$ cat src/ptsc_pkg.sv
// ----------------------------------------------------------------------------
// ptsc_pkg
// Shared types and constants for the pose to servo command block.
// ----------------------------------------------------------------------------
package ptsc_pkg;

  // Angle fixed point and servo position width
  localparam int ANGLE_FRAC_BITS = 4;
  localparam int POS_W           = 12;

  // Default depth of the pose queue between front and back
  localparam int QUEUE_DEPTH_DEF = 4;

  // Clamp limits in angle units
  localparam int FLEX_HALF  = 90 << ANGLE_FRAC_BITS;
  localparam int ROLL_HALF  = 180 << ANGLE_FRAC_BITS;
  localparam int UPPER_LO   = 40 << ANGLE_FRAC_BITS;
  localparam int UPPER_HI   = 110 << ANGLE_FRAC_BITS;

  // Configuration register indexes
  typedef enum logic [1:0] {
    CFG_SPEED_WORD   = 2'd0,
    CFG_ACCEL_BYTE   = 2'd1,
    CFG_YAW_DEADBAND = 2'd2,
    CFG_MAX_STEP     = 2'd3
  } cfg_idx_e;

  // Configuration register file contents
  typedef struct packed {
    logic [15:0] speed_word;
    logic [7:0]  accel_byte;
    logic [7:0]  yaw_deadband;
    logic [11:0] max_step;
  } cfg_t;

  // One pose worth of finished positions
  typedef struct packed {
    logic [POS_W-1:0] flex_goal;
    logic [POS_W-1:0] roll_goal;
    logic [POS_W-1:0] pan_pos;
    logic [POS_W-1:0] lift_pos;
    logic [POS_W-1:0] elbow_pos;
    logic             pan_en;
    logic             grip_en;
    logic             grip_closed;
  } pose_cmd_t;

  // Command slots in emission order
  typedef enum logic [2:0] {
    STEP_FLEX,
    STEP_ROLL,
    STEP_PAN,
    STEP_LIFT,
    STEP_ELBOW,
    STEP_GRIP
  } step_e;

  // Servo numbers
  localparam logic [2:0] SERVO_PAN   = 3'd1;
  localparam logic [2:0] SERVO_LIFT  = 3'd2;
  localparam logic [2:0] SERVO_ELBOW = 3'd3;
  localparam logic [2:0] SERVO_FLEX  = 3'd4;
  localparam logic [2:0] SERVO_ROLL  = 3'd5;
  localparam logic [2:0] SERVO_GRIP  = 3'd6;

  // Gripper goal positions
  localparam logic [POS_W-1:0] GRIP_CLOSED_POS = POS_W'(3504);
  localparam logic [POS_W-1:0] GRIP_OPEN_POS   = POS_W'(2090);

endpackage

$ cat src/ptsc_front.sv
// ----------------------------------------------------------------------------
// ptsc_front
// Pose intake: clamps, scales and slew-limits the joints of each pose and
// writes one finished position record per pose into the queue.
// ----------------------------------------------------------------------------
module ptsc_front import ptsc_pkg::*; #(
  parameter int QUEUE_DEPTH = QUEUE_DEPTH_DEF,
  localparam int CntW = $clog2(QUEUE_DEPTH + 1)
) (
  input  logic               clk_i,
  input  logic               rst_ni,
  input  logic               push,
  output logic               full,
  input  logic signed [15:0] roll_ang_i,
  input  logic signed [15:0] pitch_ang_i,
  input  logic signed [15:0] yaw_ang_i,
  input  logic signed [15:0] shoulder_ang_i,
  input  logic               gripper_present_i,
  input  logic               grip_shut_i,
  input  cfg_t               cfg_i,
  input  logic [CntW-1:0]    q_count_i,
  output logic               q_push_o,
  output pose_cmd_t          q_data_o
);

  localparam logic signed [15:0] PitchLo = 16'(-FLEX_HALF);
  localparam logic signed [15:0] PitchHi = 16'(FLEX_HALF);
  localparam logic signed [15:0] RollLo  = 16'(-ROLL_HALF);
  localparam logic signed [15:0] RollHi  = 16'(ROLL_HALF);
  localparam logic signed [15:0] UpLo    = 16'(-UPPER_LO);
  localparam logic signed [15:0] UpHi    = 16'(UPPER_HI);

  logic accept;

  // stage A registers
  logic               a_valid_q;
  logic [18:0]        a_flex_q;
  logic [22:0]        a_roll_q;
  logic signed [31:0] a_pan_q;
  logic [24:0]        a_up_q;
  logic               a_pan_en_q, a_grip_en_q, a_grip_cl_q;

  // stage B registers
  logic               b_valid_q;
  logic [POS_W-1:0]   b_flex_q, b_roll_q;
  logic [11:0]        b_pan_q;
  logic               b_pan_neg_q, b_pan_hi_q;
  logic [10:0]        b_upq_q;
  logic [24:0]        b_up_q;
  logic               b_pan_en_q, b_grip_en_q, b_grip_cl_q;

  // joint state
  logic               zero_valid_q;
  logic signed [15:0] zero_q;
  logic [POS_W-1:0]   lift_q, lift_d, elbow_q, elbow_d;

  // hold off intake while queue space is promised to items in flight
  logic [CntW:0] promised;
  assign promised = {1'b0, q_count_i} + (CntW+1)'(a_valid_q) + (CntW+1)'(b_valid_q);
  assign full     = promised >= (CntW+1)'(QUEUE_DEPTH);
  assign accept   = push && !full;

  // ---------------- stage A: clamp and first products ----------------
  logic signed [15:0] pitch_c, roll_c, up_c;
  logic [11:0]        x_flex, x_up;
  logic [12:0]        x_roll;
  logic signed [16:0] pan_d, pan_dz, db;
  logic [18:0]        flex_prod;
  logic [22:0]        roll_prod;
  logic signed [31:0] pan_prod;
  logic [24:0]        up_prod;

  always_comb begin
    pitch_c = pitch_ang_i;
    if (pitch_ang_i < PitchLo) pitch_c = PitchLo;
    else if (pitch_ang_i > PitchHi) pitch_c = PitchHi;
    roll_c = roll_ang_i;
    if (roll_ang_i < RollLo) roll_c = RollLo;
    else if (roll_ang_i > RollHi) roll_c = RollHi;
    up_c = shoulder_ang_i;
    if (shoulder_ang_i < UpLo) up_c = UpLo;
    else if (shoulder_ang_i > UpHi) up_c = UpHi;

    x_flex = 12'(pitch_c - PitchLo);
    x_roll = 13'(roll_c - RollLo);
    x_up   = 12'(up_c - UpLo);

    // flex scale is 1995/2880 = 133/192, roll scale 3995/5760 = 799/1152
    flex_prod = 19'(x_flex) * 19'd133;
    roll_prod = 23'(x_roll) * 23'd799;
    up_prod   = 25'(x_up) * 25'd11378;

    // yaw offset with deadband
    pan_d  = $signed({yaw_ang_i[15], yaw_ang_i}) - $signed({zero_q[15], zero_q});
    db     = $signed({9'b0, cfg_i.yaw_deadband});
    pan_dz = (pan_d > -db && pan_d < db) ? 17'sd0 : pan_d;
    pan_prod = $signed({{15{pan_dz[16]}}, pan_dz}) * 32'sd11378;
  end

  always_ff @(posedge clk_i or negedge rst_ni) begin
    if (!rst_ni) begin
      a_valid_q    <= 1'b0;
      zero_valid_q <= 1'b0;
      zero_q       <= '0;
    end else begin
      a_valid_q <= accept;
      // capture the yaw zero from the first pose
      if (accept && !zero_valid_q) begin
        zero_valid_q <= 1'b1;
        zero_q       <= yaw_ang_i;
      end
    end
  end

  always_ff @(posedge clk_i) begin
    if (accept) begin
      a_flex_q    <= flex_prod;
      a_roll_q    <= roll_prod;
      a_pan_q     <= pan_prod;
      a_up_q      <= up_prod;
      a_pan_en_q  <= zero_valid_q;
      a_grip_en_q <= gripper_present_i;
      a_grip_cl_q <= grip_shut_i;
    end
  end

  // ---------------- stage B: reciprocal divides ----------------
  logic [28:0]        flex_m;
  logic [34:0]        roll_m;
  logic signed [31:0] pan_n;
  logic [38:0]        pan_m;
  logic [37:0]        up_m;

  always_comb begin
    // floor(z/3) and floor(z/9) by reciprocal
    flex_m = 29'(a_flex_q[18:6]) * 29'd43691;
    roll_m = 35'(a_roll_q[22:7]) * 35'd58255;
    // pan numerator over 16000: only the range below the upper clamp is divided
    pan_n  = a_pan_q + 32'sd32752000;
    pan_m  = 39'(pan_n[25:7]) * 39'd536871;
    up_m   = 38'(a_up_q[24:7]) * 38'd536871;
  end

  always_ff @(posedge clk_i or negedge rst_ni) begin
    if (!rst_ni) begin
      b_valid_q <= 1'b0;
    end else begin
      b_valid_q <= a_valid_q;
    end
  end

  always_ff @(posedge clk_i) begin
    if (a_valid_q) begin
      b_flex_q    <= 12'd2100 + 12'(flex_m[28:17]);
      b_roll_q    <= 12'd100 + 12'(roll_m[34:19]);
      b_pan_q     <= 12'(pan_m[38:26]);
      b_pan_neg_q <= pan_n[31];
      b_pan_hi_q  <= pan_n >= 32'sd46416000;
      b_upq_q     <= up_m[36:26];
      b_up_q      <= a_up_q;
      b_pan_en_q  <= a_pan_en_q;
      b_grip_en_q <= a_grip_en_q;
      b_grip_cl_q <= a_grip_cl_q;
    end
  end

  // ---------------- stage C: clamp, slew, write queue ----------------
  function automatic logic [POS_W-1:0] slew(input logic [POS_W-1:0] cur,
                                            input logic [POS_W-1:0] tgt,
                                            input logic [11:0] ms);
    logic [POS_W:0] diff;
    if (tgt >= cur) begin
      diff = {1'b0, tgt} - {1'b0, cur};
      slew = (diff > (POS_W+1)'(ms)) ? POS_W'(cur + POS_W'(ms)) : tgt;
    end else begin
      diff = {1'b0, cur} - {1'b0, tgt};
      slew = (diff > (POS_W+1)'(ms)) ? POS_W'(cur - POS_W'(ms)) : tgt;
    end
  endfunction

  logic [POS_W-1:0] pan_pos, lift_t, elbow_t, elbow_c;
  logic [24:0]      up_back;

  always_comb begin
    if (b_pan_neg_q)              pan_pos = 12'd1000;
    else if (b_pan_hi_q)          pan_pos = 12'd2900;
    else if (b_pan_q < 12'd1000)  pan_pos = 12'd1000;
    else                          pan_pos = b_pan_q;

    lift_t = 12'd2050 + 12'(b_upq_q);
    if (lift_t > 12'd3800) lift_t = 12'd3800;
    else if (lift_t < 12'd2025) lift_t = 12'd2025;

    // elbow subtracts, so round the quotient up when a remainder is left
    up_back = (25'(b_upq_q) << 14) - (25'(b_upq_q) << 8) - (25'(b_upq_q) << 7);
    elbow_c = 12'(b_upq_q) + 12'(up_back != b_up_q);
    elbow_t = 12'd2052 - elbow_c;
    if (elbow_t > 12'd3895) elbow_t = 12'd3895;
    else if (elbow_t < 12'd300) elbow_t = 12'd300;

    lift_d  = slew(lift_q, lift_t, cfg_i.max_step);
    elbow_d = slew(elbow_q, elbow_t, cfg_i.max_step);
  end

  always_ff @(posedge clk_i or negedge rst_ni) begin
    if (!rst_ni) begin
      lift_q  <= POS_W'(2050);
      elbow_q <= POS_W'(2052);
    end else if (b_valid_q) begin
      lift_q  <= lift_d;
      elbow_q <= elbow_d;
    end
  end

  assign q_push_o = b_valid_q;
  always_comb begin
    q_data_o.flex_goal   = b_flex_q;
    q_data_o.roll_goal   = b_roll_q;
    q_data_o.pan_pos     = pan_pos;
    q_data_o.lift_pos    = lift_d;
    q_data_o.elbow_pos   = elbow_d;
    q_data_o.pan_en      = b_pan_en_q;
    q_data_o.grip_en     = b_grip_en_q;
    q_data_o.grip_closed = b_grip_cl_q;
  end

endmodule

$ cat src/ptsc_fifo.sv
// ----------------------------------------------------------------------------
// ptsc_fifo
// Short queue of pose records between the front and the back.
// ----------------------------------------------------------------------------
module ptsc_fifo import ptsc_pkg::*; #(
  parameter int QUEUE_DEPTH = QUEUE_DEPTH_DEF,
  localparam int CntW = $clog2(QUEUE_DEPTH + 1),
  localparam int PtrW = $clog2(QUEUE_DEPTH)
) (
  input  logic            clk_i,
  input  logic            rst_ni,
  input  logic            push_i,
  input  pose_cmd_t       data_i,
  input  logic            pop_i,
  output logic            nonempty_o,
  output pose_cmd_t       head_o,
  output logic [CntW-1:0] count_o
);

  pose_cmd_t       mem_q [QUEUE_DEPTH];
  logic [PtrW-1:0] wptr_q, rptr_q;
  logic [CntW-1:0] count_q;

  function automatic logic [PtrW-1:0] bump(input logic [PtrW-1:0] p);
    bump = (p == PtrW'(QUEUE_DEPTH - 1)) ? '0 : PtrW'(p + 1'b1);
  endfunction

  // advance pointers and occupancy
  always_ff @(posedge clk_i or negedge rst_ni) begin
    if (!rst_ni) begin
      wptr_q  <= '0;
      rptr_q  <= '0;
      count_q <= '0;
    end else begin
      if (push_i) wptr_q <= bump(wptr_q);
      if (pop_i)  rptr_q <= bump(rptr_q);
      count_q <= count_q + CntW'(push_i) - CntW'(pop_i);
    end
  end

  always_ff @(posedge clk_i) begin
    if (push_i) mem_q[wptr_q] <= data_i;
  end

  assign head_o     = mem_q[rptr_q];
  assign nonempty_o = count_q != '0;
  assign count_o    = count_q;

`ifndef ASSERT_OFF
  a_no_overflow: assert property (@(posedge clk_i) disable iff (!rst_ni)
    push_i |-> (count_q != CntW'(QUEUE_DEPTH) || pop_i))
    else $error("pose queue overflow");
  a_no_underflow: assert property (@(posedge clk_i) disable iff (!rst_ni)
    pop_i |-> count_q != '0)
    else $error("pose queue underflow");
  a_count_bound: assert property (@(posedge clk_i) disable iff (!rst_ni)
    count_q <= CntW'(QUEUE_DEPTH))
    else $error("pose queue count out of range");
`endif

endmodule

$ cat src/ptsc_back.sv
// ----------------------------------------------------------------------------
// ptsc_back
// Command sequencer: walks each queued pose through its servo commands,
// one word a cycle while the receiver keeps popping, into the result register.
// ----------------------------------------------------------------------------
module ptsc_back import ptsc_pkg::*; (
  input  logic             clk_i,
  input  logic             rst_ni,
  input  logic             q_nonempty_i,
  input  pose_cmd_t        q_head_i,
  output logic             q_pop_o,
  input  cfg_t             cfg_i,
  output logic             empty,
  input  logic             pop,
  output logic [2:0]       servo_id_o,
  output logic [POS_W-1:0] position_o,
  output logic [15:0]      speed_o,
  output logic [7:0]       accel_o,
  output logic [7:0]       checksum_o,
  output logic             last_packet_o
);

  step_e            step_q, step_d;
  logic             fire;
  logic [2:0]       cmd_id;
  logic [POS_W-1:0] cmd_pos;
  logic             cmd_last;

  logic             out_valid_q;

  function automatic logic [7:0] csum(input logic [2:0] id, input logic [POS_W-1:0] p,
                                      input logic [15:0] s, input logic [7:0] a);
    logic [7:0] sum;
    sum = 8'(id) + 8'h0A + 8'h03 + 8'h29 + a + p[7:0] + 8'(p[POS_W-1:8])
        + s[7:0] + s[15:8];
    csum = ~sum;
  endfunction

  // emit when a pose waits and the result slot frees up
  assign fire = q_nonempty_i && (!out_valid_q || pop);

  // next step
  always_comb begin
    step_d = step_q;
    if (fire) begin
      unique case (step_q)
        STEP_FLEX:  step_d = STEP_ROLL;
        STEP_ROLL:  step_d = q_head_i.pan_en ? STEP_PAN : STEP_LIFT;
        STEP_PAN:   step_d = STEP_LIFT;
        STEP_LIFT:  step_d = STEP_ELBOW;
        STEP_ELBOW: step_d = q_head_i.grip_en ? STEP_GRIP : STEP_FLEX;
        STEP_GRIP:  step_d = STEP_FLEX;
        default:    step_d = STEP_FLEX;
      endcase
    end
  end

  // command of the current step
  always_comb begin
    cmd_last = 1'b0;
    unique case (step_q)
      STEP_FLEX: begin
        cmd_id  = SERVO_FLEX;
        cmd_pos = q_head_i.flex_goal;
      end
      STEP_ROLL: begin
        cmd_id  = SERVO_ROLL;
        cmd_pos = q_head_i.roll_goal;
      end
      STEP_PAN: begin
        cmd_id  = SERVO_PAN;
        cmd_pos = q_head_i.pan_pos;
      end
      STEP_LIFT: begin
        cmd_id  = SERVO_LIFT;
        cmd_pos = q_head_i.lift_pos;
      end
      STEP_ELBOW: begin
        cmd_id   = SERVO_ELBOW;
        cmd_pos  = q_head_i.elbow_pos;
        cmd_last = !q_head_i.grip_en;
      end
      STEP_GRIP: begin
        cmd_id   = SERVO_GRIP;
        cmd_pos  = q_head_i.grip_closed ? GRIP_CLOSED_POS : GRIP_OPEN_POS;
        cmd_last = 1'b1;
      end
      default: begin
        cmd_id  = SERVO_FLEX;
        cmd_pos = q_head_i.flex_goal;
      end
    endcase
  end

  assign q_pop_o = fire && cmd_last;

  always_ff @(posedge clk_i or negedge rst_ni) begin
    if (!rst_ni) begin
      step_q      <= STEP_FLEX;
      out_valid_q <= 1'b0;
    end else begin
      step_q      <= step_d;
      out_valid_q <= fire || (out_valid_q && !pop);
    end
  end

  // load the result word
  always_ff @(posedge clk_i) begin
    if (fire) begin
      servo_id_o    <= cmd_id;
      position_o    <= cmd_pos;
      speed_o       <= cfg_i.speed_word;
      accel_o       <= cfg_i.accel_byte;
      checksum_o    <= csum(cmd_id, cmd_pos, cfg_i.speed_word, cfg_i.accel_byte);
      last_packet_o <= cmd_last;
    end
  end

  assign empty = !out_valid_q;

endmodule

$ cat src/pose_to_servo_command_packets_core.sv
// ----------------------------------------------------------------------------
// pose_to_servo_command_packets_core
// Turns arm poses into servo write command words with checksums.
// ----------------------------------------------------------------------------
//  channel  | handshake        | payload
//  ---------+------------------+---------------------------------------------
//  pose in  | push / full      | roll_ang, pitch_ang, yaw_ang, shoulder_ang,
//           |                  | gripper_present, grip_shut
//  word out | empty / pop      | servo_id, position, speed, accel, checksum,
//           |                  | last_packet
//  config   | cfg_we_i         | cfg_index_i, cfg_data_i
//
// A pose passes through front pipeline stages A and B into the pose queue;
// the sequencer then emits its 4 to 6 words one per cycle through the single
// result register while pop keeps taking them. Full rises when the pose
// queue plus the poses in the front pipeline reach QUEUE_DEPTH. A stalled pop
// holds the word and backs up the queue; intake continues until the queue is
// promised out. Reset is asynchronous and needs no clearing pass.
// ----------------------------------------------------------------------------
module pose_to_servo_command_packets_core import ptsc_pkg::*; #(
  parameter int QUEUE_DEPTH = QUEUE_DEPTH_DEF
) (
  input  logic               clk_i,
  input  logic               rst_ni,
  input  logic               cfg_we_i,
  input  logic [1:0]         cfg_index_i,
  input  logic [15:0]        cfg_data_i,
  input  logic               push,
  output logic               full,
  input  logic signed [15:0] roll_ang_i,
  input  logic signed [15:0] pitch_ang_i,
  input  logic signed [15:0] yaw_ang_i,
  input  logic signed [15:0] shoulder_ang_i,
  input  logic               gripper_present_i,
  input  logic               grip_shut_i,
  output logic               empty,
  input  logic               pop,
  output logic [2:0]         servo_id_o,
  output logic [POS_W-1:0]   position_o,
  output logic [15:0]        speed_o,
  output logic [7:0]         accel_o,
  output logic [7:0]         checksum_o,
  output logic               last_packet_o
);

  localparam int CntW = $clog2(QUEUE_DEPTH + 1);

  cfg_t            cfg_q;
  logic            q_push, q_pop, q_nonempty;
  pose_cmd_t       q_wdata, q_head;
  logic [CntW-1:0] q_count;

  // write configuration registers
  always_ff @(posedge clk_i or negedge rst_ni) begin
    if (!rst_ni) begin
      cfg_q.speed_word   <= 16'd200;
      cfg_q.accel_byte   <= 8'd20;
      cfg_q.yaw_deadband <= 8'd8;
      cfg_q.max_step     <= 12'd40;
    end else if (cfg_we_i) begin
      unique case (cfg_idx_e'(cfg_index_i))
        CFG_SPEED_WORD:   cfg_q.speed_word   <= cfg_data_i;
        CFG_ACCEL_BYTE:   cfg_q.accel_byte   <= cfg_data_i[7:0];
        CFG_YAW_DEADBAND: cfg_q.yaw_deadband <= cfg_data_i[7:0];
        CFG_MAX_STEP:     cfg_q.max_step     <= cfg_data_i[11:0];
        default: ;
      endcase
    end
  end

  ptsc_front #(.QUEUE_DEPTH(QUEUE_DEPTH)) u_front (
    .clk_i,
    .rst_ni,
    .push,
    .full,
    .roll_ang_i,
    .pitch_ang_i,
    .yaw_ang_i,
    .shoulder_ang_i,
    .gripper_present_i,
    .grip_shut_i,
    .cfg_i     (cfg_q),
    .q_count_i (q_count),
    .q_push_o  (q_push),
    .q_data_o  (q_wdata)
  );

  ptsc_fifo #(.QUEUE_DEPTH(QUEUE_DEPTH)) u_fifo (
    .clk_i,
    .rst_ni,
    .push_i     (q_push),
    .data_i     (q_wdata),
    .pop_i      (q_pop),
    .nonempty_o (q_nonempty),
    .head_o     (q_head),
    .count_o    (q_count)
  );

  ptsc_back u_back (
    .clk_i,
    .rst_ni,
    .q_nonempty_i (q_nonempty),
    .q_head_i     (q_head),
    .q_pop_o      (q_pop),
    .cfg_i        (cfg_q),
    .empty,
    .pop,
    .servo_id_o,
    .position_o,
    .speed_o,
    .accel_o,
    .checksum_o,
    .last_packet_o
  );

endmodule

$ cat config.mk
export PLATFORM = sky130hd
export DESIGN_NAME = pose_to_servo_command_packets_core
export DESIGN_NICKNAME = d
export VERILOG_FILES = /design/src/ptsc_pkg.sv /design/src/ptsc_front.sv /design/src/ptsc_fifo.sv /design/src/ptsc_back.sv /design/src/pose_to_servo_command_packets_core.sv
export SDC_FILE = /design/constraint.sdc
export NUM_CORES = 2
export LEC_CHECK = 0
export BUFFER_PORTS_ARGS = -buffer_cell sky130_fd_sc_hd__clkbuf_2
export CORE_MARGIN = 3
export CORE_UTILIZATION = 50
export CTS_CLUSTER_DIAMETER = 80
export DETAILED_ROUTE_END_ITERATION = 16
export PLACE_DENSITY = 0.66
export REMOVE_ABC_BUFFERS = 1
export SYNTH_ARGS = -nofsm -noshare
export SYNTH_HDL_FRONTEND = slang
export SYNTH_SLANG_ARGS = --single-unit
export TNS_END_PERCENT = 1
$ cat constraint.sdc
create_clock -name clk_i -period 12.5 [get_ports clk_i]
set_clock_uncertainty 0.2 [all_clocks]
set_input_delay 2.5 -clock clk_i [delete_from_list [all_inputs] [get_ports clk_i]]
set_output_delay 2.5 -clock clk_i [all_outputs]
set_load 0.005 [all_outputs]
# Word level (Yosys, flattened, before mapping)
# Memory sizes are Yosys's and may differ from the RTL's.
# Cells that the tools add are included.
# W data, S select, Z words.
dict set report classes {
  add_sub_neg 35
  mul 8
  order_cmp 21
  eq_ne 11
  muxes 31
  n_bitwise 1
  reduce_logical 20
}
# cell n
set ops {}
lappend ops {{$mux W12} 17}
lappend ops {{$pmux W12 S5} 1}
lappend ops {{$gt A13 B12 Y1} 4}
lappend ops {{$sub A12 B12 Y13} 4}
lappend ops {{$mul A19 B20 Y38 const B} 1}
lappend ops {{$mul A18 B20 Y37 const B} 1}
lappend ops {{$add A32 B26 Y32 const B} 1}
lappend ops {{$add A8 B8 Y8} 4}
lappend ops {{$ge A32 B27 Y1 const B} 1}
lappend ops {{$gt A16 B12 Y1 const B} 2}
lappend ops {{$mul A16 B16 Y31 const B} 1}
lappend ops {{$mul A17 B14 Y31 const B} 1}
lappend ops {{$pmux W3 S5} 2}
lappend ops {{$mul A13 B16 Y29 const B} 1}
lappend ops {{$mux W13} 2}
lappend ops {{$ne A25 B25 Y1} 1}
lappend ops {{$sub A25 B18 Y25} 1}
lappend ops {{$sub A25 B19 Y25} 1}
lappend ops {{$add A12 B12 Y12} 2}
lappend ops {{$ge A12 B12 Y1} 2}
lappend ops {{$gt A12 B12 Y1 const B} 2}
lappend ops {{$mul A12 B13 Y24 const B} 1}
lappend ops {{$sub A12 B12 Y12} 2}
lappend ops {{$mul A13 B10 Y23 const B} 1}
lappend ops {{other kinds (49)} 71}
dict set report totals {
  ff_bits 322
  ram_bits 252
  input_bits 89
  out_inout_bits 50
  word_cells 166
  mem_count 1
}
# memory depth word_bits rd rd_ports_with_merged_regs wr line
set memory_table {}
lappend memory_table {u_fifo.mem_q 4 63 1 0 1 ptsc_fifo.sv:20} ;# pose_cmd_t mem_q [QUEUE_DEPTH];

# Longest topological paths before layout
dict set report logic_depth {
  ltp_word 12
  mapped_depth 50
  depth_no_buf 48
}

# Cells and area by module
# A second synthesis with hierarchy kept.
dict set report hier_totals {
  cells_unflattened 5329
  area_unflattened_um2 58522.4
}
# module n_inst cells_per_inst area_each_um2 seq_area_each_um2
set modules_own_cells {}
lappend modules_own_cells {ptsc_front 1 4597 44074.8 5975.7}
lappend modules_own_cells {ptsc_fifo 1 364 9499.1 7742.4}
lappend modules_own_cells {ptsc_back 1 274 3286.9 1541.5}
lappend modules_own_cells {pose_to_servo_command_packets_core 1 94 1661.6 1111.1}

# Worst setup path after synthesis
# OpenSTA, ideal clock, no wires.
dict set report synth_timing {
  path_type {input -> register}
  startpoint {input port yaw_ang_i[0]}
  endpoint {register u_front.a_pan_q[31] (data pin)}
  setup_ns 0.258
  t_arrival_ns 11.328
  t_required_ns 12.042
  path_slack_ns 0.714
  cell_stages 42
  n_path_buf 1
  cell_sequence {inv_1 > ha_1 > inv_1 > fa_1 > a21o_1 > a21oi_1 > o21bai_1 > a21oi_1 > o21ba_2 > o211ai_1 > a31oi_1 > nor2b_1 > o21ai_0 > o31a_1 > ha_1 > a21o_1 > a211o_1 > a41oi_1 > [... 6 more ...] > ha_1 > fa_1 > inv_1 > fa_1 > fa_1 > inv_1 > fa_1 > ha_1 > or2_2 > a21oi_1 > a211oi_1 > o311ai_0 > a21oi_1 > a21oi_1 > o21ai_0 > a21o_1 > a21oi_1 > xnor2_1}
}
dict set report synth_via {
  elab_chain_cells 5
  word_cells_on_any_way 6
  cone_classes {add/sub: 1; mul: 1; order compare: 2; mux: 1; reduce/logical: 1}
}
# item line
set synth_rtl {}
lappend synth_rtl {{start, declared} pose_to_servo_command_packets_core.sv:32} ;# input logic signed [15:0] yaw_ang_i,
lappend synth_rtl {{$sub A16 B16 Y17 *} ptsc_front.sv:94} ;# pan_d = $signed({yaw_ang_i[15], yaw_ang_i}) - $signed({zero_q[15], zero_q});
lappend synth_rtl {{$gt A17 B17 Y1 or $lt A17 B9 Y1 (tied branches)} ptsc_front.sv:96} ;# pan_dz = (pan_d > -db && pan_d < db) ? 17'sd0 : pan_d;
lappend synth_rtl {{$logic_and A1 B1 Y1} ptsc_front.sv:96}
lappend synth_rtl {{$mux W17 *} ptsc_front.sv:96}
lappend synth_rtl {{$mul A17 B14 Y31 *} ptsc_front.sv:97} ;# pan_prod = $signed({{15{pan_dz[16]}}, pan_dz}) * 32'sd11378;
lappend synth_rtl {{via u_front.pan_prod[31]} ptsc_front.sv:70} ;# logic signed [31:0] pan_prod;
lappend synth_rtl {{end signal, assigned} ptsc_front.sv:119} ;# a_pan_q <= pan_prod;
lappend synth_rtl {{end, declared} ptsc_front.sv:39} ;# logic signed [31:0] a_pan_q;
# Mark *: on every way through the listed nets, which the timed path passes. The rest lies on a longest branch.
# A chain may end at the register's enable or synchronous reset.

# Worst setup path after layout
dict set report layout_timing {
  startpoint {input port yaw_ang_i[1]}
  endpoint {register u_front.a_pan_q[31] (data pin)}
}
# The elaborated chain is that of the path after synthesis.

==> results.cfg <==
[clock_network]
clock_path_buffers = 3
numCtsBuffers = 67
cts_sinks = 561
cts_setup_buffers = 0
cts_tree = done
clockRootBuffer = clkbuf_16
htree_levels = 3
insertion_delay_ps = 620
clkSlewWorstSetupHoldPaths_ps = 60

[floorplan]
die_y_um = 345
start_util_pct = 50.7
fp-row-count = 123
design.portCount = 139
die_w_um = 345
core_area_mm2 = 0.113
die_area_mm2 = 0.119

[grt]
grt_pass1_wl_mm = 207
grt_max_degree = 64
grt_pass1_vias = 38900
overflow = 0
grt_use_total_pct = 21.3
antenna_found_initial = 3

[timing]
rsz0062_at_grt = false
hold_viol = 0
slew_viol_final = 0
worst_slew_pin_slew_ps = 1140
fmax_mhz = 84.6
setup_viol = 0
min_period_over_period_pct = 94.6
maxSlewHeadroom_pct = 24.1
post-route-min-period_ps = 11830
setup_slack_ps = 675

[logic_synthesis]
async_reset_ff_share_pct = 17.5
ys_seq_elements = 561
seq_area_frac_synth_pct = 28.4
ys_warn_count = 0
synthDistinctLibCells = 83
synthesis.instances = 5211
ys.flop_type = edfxtp_1
syn_area_per_cell_um2 = 11.0
synth_top_area_share_pct = 24.2
syn_area_mm2 = 0.0576
synth_top_cell_by_area = edfxtp_1
synth_most_common_cell = ha_1
synth.area.top_cells = edfxtp_1 (24%), ha_1 (24%), fa_1 (17%)
synth_edf_count = 463
yosys-top-cells-count = ha_1 (1088), inv_1 (991), fa_1 (489)

[route]
drc = 0
drtIter0Drc = 2272
vias = 37500
routed_wl_mm = 125
firstDrtPassIters = 7
wire_per_inst_um = 17.9
viasPerCell = 5.38
antenna_left = 0

[cells_and_area]
drive_gt1_share_pct = 9.09
areaGrowthSynthToFinish_pct = 8.67
nets = 7074

[critical_path]
cp-start-kind = input pin
rrSetupSlack_ps = 1070
critPathKind = in -> reg
end_kind = flop
max_stage_delay_ps = 520
cpMaxStageDelayCell = fa_1
cp.arrival_ps = 12000
cp_data_required_time_ps = 12670
cp_max_fo = 12

[outcome]
run_status = completed

[hold_path]
min_path_type = reg -> reg

[place]
io_buffer_count = 138
place_congestion = 0.915
dp_worst_setup_slack_ps = -59.4
hpwlAfterDp_mm = 101

[job]
cap_violations = 0
cells by family after synthesis:
logic type               share of synthesized area (%)
adder cells (fa/ha/maj)                           40.7
flip-flops                                        28.4
multiplexers                                      4.03
AO/OA/AOI/OAI                                     8.84
AND/OR/NAND/NOR                                   7.21
buffers and inverters                             6.91
XOR/XNOR                                          3.89
cell usage in the layout, fill, tap and decap left out, types with 29 or more instances in the layout:
cell type	n
inv_1	989
nor2_1	215
o21a_1	56
nand2_1	193
ha_1	1088
clkbuf_2	137
xor2_1	88
edfxtp_1	463
o21ai_0	151
xnor2_1	166
nor2b_1	56
dfrtp_1	83
a21oi_1	208
fa_1	489
o21bai_1	33
clkbuf_16	69
a31oi_1	32
nand2b_1	40
nand3_1	61
a21o_1	89
mux4_2	70
nand4_1	29
nor3_1	86
buf_4	56
mux2_2	60
through the flow:
stage	hold slack [ps]	cells	area, µm²	setup TNS [ps]	util [%]
final	221	6959	62500	0	55.1
after global routing	233	6959	62500	0	55.1
after detailed placement	211	6839	60300	-59.4	53.2
after global placement	202	6839	60300	0	53.2
after CTS	224	6958	62500	0	55.1
after floorplan	200	5146	57300	0	-
metal layers:
layer | GRT usage [%] | up-vias | part of all wire, %
met3 | 2.40 | 134 | 4.2
li1 | - | 18300 | -
met4 | 4.48 | 4 | 1.8
met2 | 35.2 | 712 | 47
met5 | 0 | - | 0.026
met1 | 30.4 | 18300 | 47
state kept, by name, indices dropped and copies added, names as in the netlist, 3 cells and up:
signal and flops:
cfg_q 44, u_front.b_pan_q 12, u_front.b_flex_q 12, u_back.speed_o 16, u_back.accel_o 8, u_back.checksum_o 8
u_front.b_upq_q 11, u_fifo.mem_q 252, u_back.step_q 3, u_back.position_o 12, u_back.servo_id_o 3, u_front.a_roll_q 16
u_front.b_roll_q 12, u_fifo.count_o 3, u_front.b_up_q 24, u_front.a_flex_q 13, u_front.lift_q 12, u_front.zero_q 16
u_front.a_pan_q 31, u_front.a_up_q 24, u_front.elbow_q 12
final cells by class:
type	instances	area, µm²
Clock inverter	34	397
Inverter	992	3730
Clock buffer	85	1820
Timing Repair Buffer	193	1110
Sequential cell	561	16400
Fill cell	9706	50900
Antenna cell	1	2.50
Multi-Input combinational cell	3593	37200
Tap cell	1500	1880
worst paths after layout:
| check | startpoint | to | cells past startpoint |
|---|---|---|---|
| min in group asynchronous | rst_ni | u_front.elbow_q[10] | 1 |
| worst min-delay path | u_front.a_up_q[1] | u_front.b_up_q[1] | 0 |
| max in group asynchronous | rst_ni | u_front.zero_q[0] | 2 |
| worst min register to register | u_front.a_up_q[1] | u_front.b_up_q[1] | 0 |
| worst max-delay path | yaw_ang_i[1] | u_front.a_pan_q[31] | 40 |
| worst max register to register | u_front.b_upq_q[7] | u_front.elbow_q[0] | 46 |
repair_timing:
| item | in CTS | in global routing |
|---|---|---|
| hold buffers | 0 | 0 |
| gates resized for setup | 0 | 8 |
| endpoints found under the setup margin | 0 | 1 |
worst max-delay path, delay by kind of cell:
| family | cells | cell delay (ps) |
|---|---|---|
| AOI/OAI and AO/OA | 18 | 3380 |
| xor gates and xnor gates | 1 | 80 |
| adders and majority gates | 9 | 3490 |
| and+or+nand+nor | 7 | 1910 |
| buffers and inverters | 5 | 620 |
Power is left out: the tool's default activity adds up to more than one toggle a clock period on the data nets, which glitch-free logic cannot reach.
